[src/hw/rtl/file_header_validator_top_assert.svh]
// Assertion macros used by the header validator datapath (fhv_datapath).
// Needs a clock named clk and a synchronous active-high reset named rst in scope.
`ifndef FILE_HEADER_VALIDATOR_TOP_ASSERT_SVH
`define FILE_HEADER_VALIDATOR_TOP_ASSERT_SVH

// Condition in this cycle implies a consequence in the next cycle
`define FHV_ASSERT_NEXT(name, ante, cons, msg) \
  name: assert property (@(posedge clk) disable iff (rst) (ante) |=> (cons)) \
    else $error(msg);

// Condition in this cycle implies a consequence in the same cycle
`define FHV_ASSERT_NOW(name, ante, cons, msg) \
  name: assert property (@(posedge clk) disable iff (rst) (ante) |-> (cons)) \
    else $error(msg);

`endif

[src/hw/rtl/fhv_pkg.sv]
// Shared constants, status codes and the result type of the header validator.
// No dependencies.
package fhv_pkg;

  // Page geometry
  localparam int PAGE_BYTES = 4096;
  localparam int POS_W      = $clog2(PAGE_BYTES);
  localparam logic [POS_W-1:0] LAST_POS = POS_W'(PAGE_BYTES - 1);

  // Header field offsets (each field is four bytes, little endian)
  localparam logic [POS_W-1:0] SIZE_AT  = POS_W'(8);
  localparam logic [POS_W-1:0] COUNT_AT = POS_W'(12);
  localparam logic [POS_W-1:0] SUM_AT   = POS_W'(16);
  localparam logic [POS_W-1:0] SUM_END  = POS_W'(20);
  localparam logic [POS_W-1:0] MAGIC_END = POS_W'(8);

  // Expected magic bytes 0..7
  localparam logic [7:0] MAGIC [8] = '{8'h50, 8'h46, 8'h44, 8'h42,
                                       8'h30, 8'h30, 8'h30, 8'h31};

  // FNV-1a 32 constants
  localparam logic [31:0] HASH_BASIS = 32'd2166136261;
  localparam logic [31:0] HASH_PRIME = 32'd16777619;

  // Length check widths
  localparam int LEN_W  = 48;
  localparam int NEED_W = 33 + $clog2(PAGE_BYTES + 1);
  localparam int CMP_W  = (NEED_W > LEN_W) ? NEED_W : LEN_W;

  // Status codes
  localparam logic [2:0] ST_OK        = 3'd0;
  localparam logic [2:0] ST_BAD_MAGIC = 3'd1;
  localparam logic [2:0] ST_BAD_SIZE  = 3'd2;
  localparam logic [2:0] ST_BAD_SUM   = 3'd3;
  localparam logic [2:0] ST_TRUNC     = 3'd4;

  typedef struct packed {
    logic [2:0]  status;
    logic [31:0] page_count;
    logic [31:0] hash_value;
  } result_t;

endpackage

[src/hw/rtl/file_header_validator_top.sv]
// Top level of the storage file header validator: input register, config
// register, datapath and result register. Depends on fhv_pkg, fhv_datapath, fhv_out_reg.

// Takes the header page one byte per item and gives one result after the
// last byte of each page of fhv_pkg::PAGE_BYTES bytes. It sustains one byte
// per clock cycle unless a page's last byte stalls on an untaken result; the
// rate is set by the FNV-1a hash update, one 32-bit constant multiply per
// byte between the input register and the hash register. A result waits in
// the result register while the next page streams in. Write file_length
// through the cfg channel (always ready) only between pages or while no byte
// is in flight; it takes effect for the next page check.
module file_header_validator_top
  import fhv_pkg::*;
(
  input  logic             clk,
  input  logic             rst,
  // Byte input
  input  logic             in_valid,
  output logic             in_stall,
  input  logic [7:0]       byte_value,
  // Result output
  output logic             out_valid,
  input  logic             out_stall,
  output logic [2:0]       status,
  output logic [31:0]      page_count,
  output logic [31:0]      hash_value,
  // File length register write
  input  logic             cfg_valid,
  output logic             cfg_ready,
  input  logic [LEN_W-1:0] cfg_data
);

  logic             in_vld;
  logic             in_vld_next;
  logic [7:0]       in_byte;
  logic [LEN_W-1:0] file_length;
  logic             go;
  logic             last;
  result_t          result;

  // Process the held byte unless it ends a page and the result slot is blocked
  assign go       = in_vld && (!last || !out_valid || !out_stall);
  assign in_stall = in_vld && !go;
  assign cfg_ready = 1'b1;

  always_comb begin
    if (in_valid && !in_stall) begin
      in_vld_next = 1'b1;
    end else if (go) begin
      in_vld_next = 1'b0;
    end else begin
      in_vld_next = in_vld;
    end
  end

  // Input register
  always_ff @(posedge clk) begin
    if (rst) begin
      in_vld <= 1'b0;
    end else begin
      in_vld <= in_vld_next;
    end
  end

  always_ff @(posedge clk) begin
    if (in_valid && !in_stall) begin
      in_byte <= byte_value;
    end
  end

  // Config register
  always_ff @(posedge clk) begin
    if (rst) begin
      file_length <= '0;
    end else if (cfg_valid && cfg_ready) begin
      file_length <= cfg_data;
    end
  end

  fhv_datapath u_datapath (
    .clk         (clk),
    .rst         (rst),
    .go          (go),
    .in_byte     (in_byte),
    .file_length (file_length),
    .last        (last),
    .result      (result)
  );

  fhv_out_reg u_out_reg (
    .clk        (clk),
    .rst        (rst),
    .load       (go && last),
    .result     (result),
    .out_valid  (out_valid),
    .out_stall  (out_stall),
    .status     (status),
    .page_count (page_count),
    .hash_value (hash_value)
  );

endmodule

[src/hw/rtl/fhv_datapath.sv]
// Per-byte header datapath: position counter, magic check, field capture,
// FNV-1a hash and the final status. Depends on fhv_pkg and the assert macros.
`include "file_header_validator_top_assert.svh"

module fhv_datapath
  import fhv_pkg::*;
(
  input  logic             clk,
  input  logic             rst,
  input  logic             go,
  input  logic [7:0]       in_byte,
  input  logic [LEN_W-1:0] file_length,
  output logic             last,
  output result_t          result
);

  logic [POS_W-1:0]  pos;
  logic [31:0]       hash;
  logic              magic_good;
  logic [31:0]       size_field;
  logic [31:0]       count_field;
  logic [31:0]       stored_sum;
  logic              short_len;

  logic [7:0]        hb;
  logic [31:0]       hash_next;
  logic [NEED_W-1:0] need;
  logic              in_magic;
  logic              in_size;
  logic              in_count;
  logic              in_sum;
  logic [4:0]        lane;

  // Decode which header region the current byte falls in
  assign in_magic = (pos < MAGIC_END);
  assign in_size  = !in_magic && (pos < COUNT_AT);
  assign in_count = (pos >= COUNT_AT) && (pos < SUM_AT);
  assign in_sum   = (pos >= SUM_AT) && (pos < SUM_END);
  assign lane     = {pos[1:0], 3'b000};
  assign last     = (pos == LAST_POS);

  // Hash the byte, with checksum bytes taken as zero
  assign hb        = in_sum ? 8'd0 : in_byte;
  assign hash_next = (hash ^ {24'd0, hb}) * HASH_PRIME;

  // Bytes needed for the header page plus all data pages
  assign need = NEED_W'({1'b0, count_field} + 33'd1) * NEED_W'(PAGE_BYTES);

  // Register the length check; count is stable long before the last byte
  always_ff @(posedge clk) begin
    if (rst) begin
      short_len <= 1'b0;
    end else begin
      short_len <= (CMP_W'(file_length) < CMP_W'(need));
    end
  end

  // Advance position and accumulate per item, rewind after the last byte
  always_ff @(posedge clk) begin
    if (rst) begin
      pos         <= '0;
      hash        <= HASH_BASIS;
      magic_good  <= 1'b1;
      size_field  <= '0;
      count_field <= '0;
      stored_sum  <= '0;
    end else if (go) begin
      if (last) begin
        pos         <= '0;
        hash        <= HASH_BASIS;
        magic_good  <= 1'b1;
        size_field  <= '0;
        count_field <= '0;
        stored_sum  <= '0;
      end else begin
        pos  <= pos + POS_W'(1);
        hash <= hash_next;
        if (in_magic && (in_byte != MAGIC[pos[2:0]])) begin
          magic_good <= 1'b0;
        end
        if (in_size) begin
          size_field[lane +: 8] <= in_byte;
        end
        if (in_count) begin
          count_field[lane +: 8] <= in_byte;
        end
        if (in_sum) begin
          stored_sum[lane +: 8] <= in_byte;
        end
      end
    end
  end

  // Pick the first failing check for the final byte
  always_comb begin
    result.page_count = count_field;
    result.hash_value = hash_next;
    if (!magic_good) begin
      result.status = ST_BAD_MAGIC;
    end else if (size_field != 32'(PAGE_BYTES)) begin
      result.status = ST_BAD_SIZE;
    end else if (stored_sum != hash_next) begin
      result.status = ST_BAD_SUM;
    end else if (short_len) begin
      result.status = ST_TRUNC;
    end else begin
      result.status = ST_OK;
    end
  end

  `FHV_ASSERT_NEXT(a_rewind, go && last, (pos == '0) && (hash == HASH_BASIS),
    "position or hash did not rewind after the last byte")
  `FHV_ASSERT_NEXT(a_advance, go && !last, pos == $past(pos) + POS_W'(1),
    "position did not advance by one byte")
  `FHV_ASSERT_NEXT(a_hold, !go, $stable(pos) && $stable(hash),
    "position or hash moved without an item")

endmodule

[src/hw/rtl/fhv_out_reg.sv]
// Result register of the header validator with valid/stall handshake.
// Depends on fhv_pkg.
module fhv_out_reg
  import fhv_pkg::*;
(
  input  logic        clk,
  input  logic        rst,
  input  logic        load,
  input  result_t     result,
  output logic        out_valid,
  input  logic        out_stall,
  output logic [2:0]  status,
  output logic [31:0] page_count,
  output logic [31:0] hash_value
);

  logic vld;
  logic vld_next;

  // Set on a new result, drop once the item is taken
  always_comb begin
    if (load) begin
      vld_next = 1'b1;
    end else if (!out_stall) begin
      vld_next = 1'b0;
    end else begin
      vld_next = vld;
    end
  end

  always_ff @(posedge clk) begin
    if (rst) begin
      vld <= 1'b0;
    end else begin
      vld <= vld_next;
    end
  end

  // Capture the payload only when a result is loaded
  always_ff @(posedge clk) begin
    if (load) begin
      status     <= result.status;
      page_count <= result.page_count;
      hash_value <= result.hash_value;
    end
  end

  assign out_valid = vld;

endmodule
[config.mk]
export PLATFORM = sky130hd
export DESIGN_NAME = file_header_validator_top
export DESIGN_NICKNAME = d
export VERILOG_FILES = /design/src/hw/rtl/fhv_pkg.sv /design/src/hw/rtl/file_header_validator_top.sv /design/src/hw/rtl/fhv_datapath.sv /design/src/hw/rtl/fhv_out_reg.sv
export VERILOG_INCLUDE_DIRS = /design/src /design/src/hw/rtl
export SDC_FILE = /design/constraint.sdc
export NUM_CORES = 1
export LEC_CHECK = 0
export BUFFER_PORTS_ARGS = -buffer_cell sky130_fd_sc_hd__buf_2
export CORE_UTILIZATION = 55
export CTS_BUF_LIST = sky130_fd_sc_hd__clkbuf_2 sky130_fd_sc_hd__clkbuf_4 sky130_fd_sc_hd__clkbuf_8
export DETAILED_ROUTE_END_ITERATION = 10
export GPL_TIMING_DRIVEN = 0
export PLACE_DENSITY = 0.81
export SYNTH_ARGS = -nofsm -noshare
export SYNTH_HDL_FRONTEND = slang
export SYNTH_SLANG_ARGS = --single-unit
export TNS_END_PERCENT = 50
[constraint.sdc]
create_clock -name clk -period 7.6 [get_ports clk]
set_input_delay 1.14 -clock clk [delete_from_list [all_inputs] [get_ports clk]]
set_output_delay 1.14 -clock clk [all_outputs]
set_load 0.05 [all_outputs]
* Yosys cells after proc, flatten, opt, wreduce, memory -nomap -nowiden
Memories as Yosys holds them, arrays and structs flattened. Index checks and enable logic that the tools add are counted. W data, S select, Z words.
Storage, ports and cells: output and inout port bits 70, bits in writable memories 0, logic and storage cells 87, flip-flop bits (word level) 267, latch bits 0, memory bits (read-only) 64, memories kept 1
Operators by class: mux-type cells 23, magnitude comparators 8, shift operators 2, equality and inequality tests 5, bitwise gates (word level) 3, divide/modulo/power cells 0, multipliers 1, $add $sub $neg 3, reduce and logical (&&, ||, !) cells 26
Memories:
- (name not given) | words 8, width 8, read ports 1, clocked after memory_dff 0, write ports 0, RTL line fhv_datapath.sv:78 | if (in_magic && (in_byte != MAGIC[pos[2:0]])) begin
Operators with widths (count):
- $mux W32 | 7
- $bwmux W32 | 3
- $lt A48 B46 Y1 | 1
- $add A32 B1 Y33 const B | 1
- $mul A32 B25 Y32 const B | 1
- $ne A32 B13 Y1 const B | 1
- $ne A32 B32 Y1 | 1
- $shift A8 B7 Y32 const A | 1
- $shiftx A8 B7 Y32 | 1
- $xor A32 B8 Y32 | 1
- $lt A12 B4 Y1 const B | 2
- $lt A12 B5 Y1 const B | 2
- $mux W8 | 3
- $add A12 B1 Y12 const B | 1
- $eq A12 B12 Y1 const B | 1
- $ge A12 B4 Y1 const B | 1
- $ge A12 B5 Y1 const B | 1
- $mux W12 | 1
- $reduce_bool A2 Y1 | 5
- $logic_and A1 B1 Y1 | 8
- $ne A8 B8 Y1 | 1
- $reduce_and A2 Y1 | 4
- $neg A5 Y7 | 1
- $logic_not A1 Y1 | 6
- 9 further kinds | 16

* Depth between registers and ports, before layout
word-level depth 10, mapped depth 30, gate-level depth less buffers 27

* By module
A second synthesis with hierarchy kept.
Unflattened totals: cells, all modules 1910, area total of the unflattened synthesis 18107.4 sq um
By module, submodules not included:
- fhv_datapath | area an instance 14022.2 sq um, cells each 1665, times used 1, sequential area each 2842.7 sq um
- file_header_validator_top | area an instance 2044.5 sq um, cells each 175, times used 1, sequential area each 1221.2 sq um
- fhv_out_reg | area an instance 2040.7 sq um, cells each 70, times used 1, sequential area each 2031.9 sq um

* Least setup slack after synthesis
OpenSTA, ideal clock, no wires.
path kind flip-flop to flip-flop, from register u_datapath.pos[7], to register u_out_reg.status[1], data pin, path slack 1.128 ns, stages on the path, launching flop included 26, arrival 6.202 ns, path buffers 2, setup time 0.270 ns, path through dfxtp_1 -> nor4_1 -> nand4_1 -> clkbuf_1 -> nand2_1 -> xnor2_1 -> ha_1 -> ha_1 -> fa_1 -> ha_1 -> fa_1 -> ha_1 -> inv_1 -> fa_1 -> inv_1 -> ha_1 -> buf_2 -> nand4_1 -> a2111oi_1 -> o211ai_1 -> and3b_1 -> xnor3_1 -> a2111oi_4 -> nand3_2 -> nor4_2 -> a21boi_0
Between the ends: word-level cells in the longest chain between the ends 8, elaborated cells on any way between the ends 9, classes of those cells mul: 1; order compare: 2; eq/ne: 1; mux: 3; bitwise: 1; reduce/logical: 1
RTL lines:
- start, declared | RTL line fhv_datapath.sv:17 | logic [POS_W-1:0] pos;
- start signal, assigned | RTL line fhv_datapath.sv:76 | pos <= pos + POS_W'(1);
- $ge A12 B5 Y1 / $lt A12 B5 Y1 (equally long branches) | RTL line fhv_datapath.sv:38 | assign in_sum = (pos >= SUM_AT) && (pos < SUM_END);
- $logic_and A1 B1 Y1 (*) | RTL line fhv_datapath.sv:38
- $mux W8 (*) | RTL line fhv_datapath.sv:43 | assign hb = in_sum ? 8'd0 : in_byte;
- $xor A32 B8 Y32 (*) | RTL line fhv_datapath.sv:44 | assign hash_next = (hash ^ {24'd0, hb}) * HASH_PRIME;
- $mul A32 B25 Y32 (*) | RTL line fhv_datapath.sv:44
- $ne A32 B32 Y1 (*) | RTL line fhv_datapath.sv:102 | end else if (stored_sum != hash_next) begin
- $mux W2 (*) | RTL line fhv_datapath.sv:102
- $mux W2 (*) | RTL line fhv_datapath.sv:100 | end else if (size_field != 32'(PAGE_BYTES)) begin
- end signal, assigned | RTL line fhv_out_reg.sv:42 | status <= result.status;
- end, declared | RTL line fhv_out_reg.sv:12 | output logic [2:0] status,
Mark *: on every way between the ends. The rest lies on a longest branch, timed or not. A chain may end at the register's enable or synchronous reset.

==> results.yml <==
placement:
  placed_cell_area_mm2: 0.0186
  place_inst: 2304
  dpl.hpwl_um: 34700
  io_buffers: 116
  gp_congestion: 0.947
setup_path:
  endpoint_kind: "flop"
  regToRegStartpoint: "u_datapath.pos[6]$_SDFFE_PP0P_"
  cpPeakStageDelay_ps: 590
  cp.arrival_ps: 7660
  regToRegSetupSlack_ps: 250
  crit_top_cell: "ha_1"
  path_max_fanout: 10
  crit_slowest_cell: "xnor2_2"
  crit_required_ps: 7910
  reg2regPathDepth: 25
  startpoint_type: "flop"
  rr_endpoint: "u_out_reg.status[1]$_SDFFCE_PN0P_"
  critPathKind: "flop to flop"
layout:
  area_growth_pct: 12.8
  fin_nets: 2308
  fin_cells: 2389
  design_area_mm2: 0.0198
  drive_gt1_frac: 0.132
  final_core_util: 0.629
  antenna_cells: 0
clocking:
  cts_tree: "yes"
  clk_pin_slew_ps: 60
  postCtsHoldBufs: 0
  worst_skew_pair.late_latency_ps: 590
  root_buffer: "clkbuf_8"
  clockBufferDepth: 3
  cts_buffers: 45
  cts.sinks: 255
  cts.htree.levels: 2
synth:
  synth_area_leaders: "dfxtp_1 (21%), ha_1 (16%), edfxtp_1 (13%)"
  synth_largest_area_cell: "dfxtp_1"
  ys_seq_area_frac: 0.334
  ys_types: 77
  synth_flop_cell: "dfxtp_1"
  async_flop_share: 0
  ys_warn_count: 0
  synth-seq-cells: 255
  synth_area_per_cell_um2: 9.82
  synth_nets: 2144
  synth-edff-count: 75
  synth_area_mm2: 0.0175
  netlist_instances: 1786
  netlist.area_leader.share: 0.205
hold_path:
  worstHoldStart: "u_datapath.size_field[1]$_SDFFE_PP0P_"
  hold_class: "flop to flop"
  hold_end: "u_datapath.size_field[1]$_SDFFE_PP0P_"
  holdPathStages: 2
grt:
  grt_pass1_vias: 13800
  antenna_found_initial: 0
  grt_pass1_wl_um: 71000
  grt_max_degree: 69
  grt-ovfl-total: 0
  grtUsageTotal: 0.276
die:
  initial_core_util: 0.557
  io_pins: 131
  core-area_mm2: 0.0315
  die_w_um: 181
  dieArea_mm2: 0.0326
  die-height_um: 181
  row_count: 65
job:
  max-cap-violations: 0
timing:
  min_period_ps: 7350
  clock_skew_ps: 21.1
  slew_violations: 0
  worstMarginPinSlew_ps: 1250
  slew_headroom: 0.164
  max_freq_mhz: 136
  tns_ps: 0
  setup_viol: 0
  hold_viol_final: 0
  post-route-period-util: 0.968
drt:
  num_vias: 13600
  wl_per_cell_um: 18.6
  via_per_inst: 5.68
  dr.pass1.iters: 6
  detail-route-antenna-nets: 0
  drc: 0
  routed_wl_um: 44500
  drt-initial-drc-count: 1158
outcome:
  status: "finished, final reports clean"
-- logic make-up (layout without fill, tap and decap cells) --
family | after synthesis | after routing | synth area share
AO/OA/AOI/OAI | 234 | 234 | 0.0952
buffers and inverters | 309 | 510 | 0.0686
adder cells (fa/ha/maj) | 297 | 297 | 0.244
multiplexers | 109 | 109 | 0.0622
flip-flops | 255 | 255 | 0.334
XOR/XNOR | 121 | 121 | 0.0693
AND/OR/NAND/NOR | 460 | 460 | 0.127
other | 1 | 1 | 0.000214
-- critical path, delay by kind of cell (launching register included) --
| kind | cells | cell delay [ps] |
|---|---|---|
| AO/OA/AOI/OAI | 5 | 1460 |
| XOR/XNOR | 2 | 790 |
| adder cells (fa/ha/maj) | 8 | 2710 |
| buffers and inverters | 4 | 520 |
| flip-flops | 1 | 450 |
| AND/OR/NAND/NOR | 6 | 1160 |
-- stage by stage --
stage	setup WS (ps)	hold slack, ps
6_report	246	496
5_1_grt	-7.39	503
4_1_cts	51.4	502
3_5_place_dp	-400	483
3_3_place_gp	-319	468
2_1_floorplan	1130	453
-- what timing repair did --
item | CTS | global route
pin swaps | 0 | 1
setup buffers | 0 | 1
setup endpoints to repair | 3 | 3
gates cloned | 0 | 0
resized for setup | 10 | 17
-- how the worst max path moves through the flow --
stage | startpoint | to | slack (ps) | cells past startpoint
after floorplan | u_datapath.pos[7]$_SDFFE_PP0P_ | u_out_reg.status[1]$_SDFFCE_PN0P_ | 1130 | 25
after global placement | u_datapath.pos[3]$_SDFFE_PP0P_ | u_out_reg.status[1]$_SDFFCE_PN0P_ | -320 | 26
after detailed placement | u_datapath.pos[6]$_SDFFE_PP0P_ | u_out_reg.status[1]$_SDFFCE_PN0P_ | -400 | 25
after CTS | u_datapath.pos[7]$_SDFFE_PP0P_ | u_out_reg.status[1]$_SDFFCE_PN0P_ | 50 | 27
after global routing | u_datapath.pos[7]$_SDFFE_PP0P_ | u_out_reg.status[1]$_SDFFCE_PN0P_ | -7 | 25
final | u_datapath.pos[6]$_SDFFE_PP0P_ | u_out_reg.status[1]$_SDFFCE_PN0P_ | 250 | 25
-- metal layers --
| layer | routed length [um] | global-route usage | part of all wire | vias up |
|---|---|---|---|---|
| met5 | 0 | 0 | 0 | - |
| met4 | 1370 | 0.0974 | 0.031 | 0 |
| met3 | 2890 | 0.0374 | 0.065 | 107 |
| met2 | 20800 | 0.458 | 0.47 | 458 |
| met1 | 19400 | 0.369 | 0.44 | 6576 |
| li1 | - | - | - | 6430 |
-- synth_stat cells (39+ instances only) --
| cell | count |
|---|---|
| edfxtp_1 | 75 |
| nand2_1 | 64 |
| inv_1 | 245 |
| a22oi_1 | 44 |
| xor2_1 | 49 |
| mux2i_1 | 109 |
| fa_1 | 74 |
| xnor2_1 | 61 |
| dfxtp_1 | 180 |
| a21oi_1 | 42 |
| and2_1 | 42 |
| nor2_1 | 208 |
| ha_1 | 223 |
| clkbuf_1 | 39 |
-- state kept, by name, summed over array words and instances (netlist names) --
signal and cells:
file_length 36, in_byte 8, in_vld 1, u_datapath.count_field 32, u_datapath.hash 32, u_datapath.magic_good 1
u_datapath.pos 12, u_datapath.short_len 1, u_datapath.size_field 32, u_datapath.stored_sum 32, u_out_reg.hash_value 32, u_out_reg.out_valid 1
u_out_reg.page_count 32, u_out_reg.status 3
-- final cells by class --
class                           count  area (um2)
Fill cell                        2519       11700
Clock buffer                       67         816
Multi-Input combinational cell   1222       10600
Tap cell                          402         503
Inverter                          245         922
Buffer                             64         284
Clock inverter                     17         165
Sequential cell                   255        5860
Timing Repair Buffer              117         588
-- placed cells by master (no fill, tap or decap), types with 38 or more instances in the layout --
master | netlist | final
inv_1 | 245 | 244
ha_1 | 223 | 223
nor2_1 | 208 | 208
dfxtp_1 | 180 | 180
buf_2 | 19 | 136
mux2i_1 | 109 | 109
edfxtp_1 | 75 | 75
fa_1 | 74 | 74
nand2_1 | 64 | 62
xnor2_1 | 61 | 51
clkbuf_8 | 0 | 50
xor2_1 | 49 | 49
a22oi_1 | 44 | 44
and2_1 | 42 | 42
a21oi_1 | 42 | 41
clkbuf_1 | 39 | 38
Power is left out: the tool's default activity adds up to more than one toggle a clock period on the data nets, which glitch-free logic cannot reach.
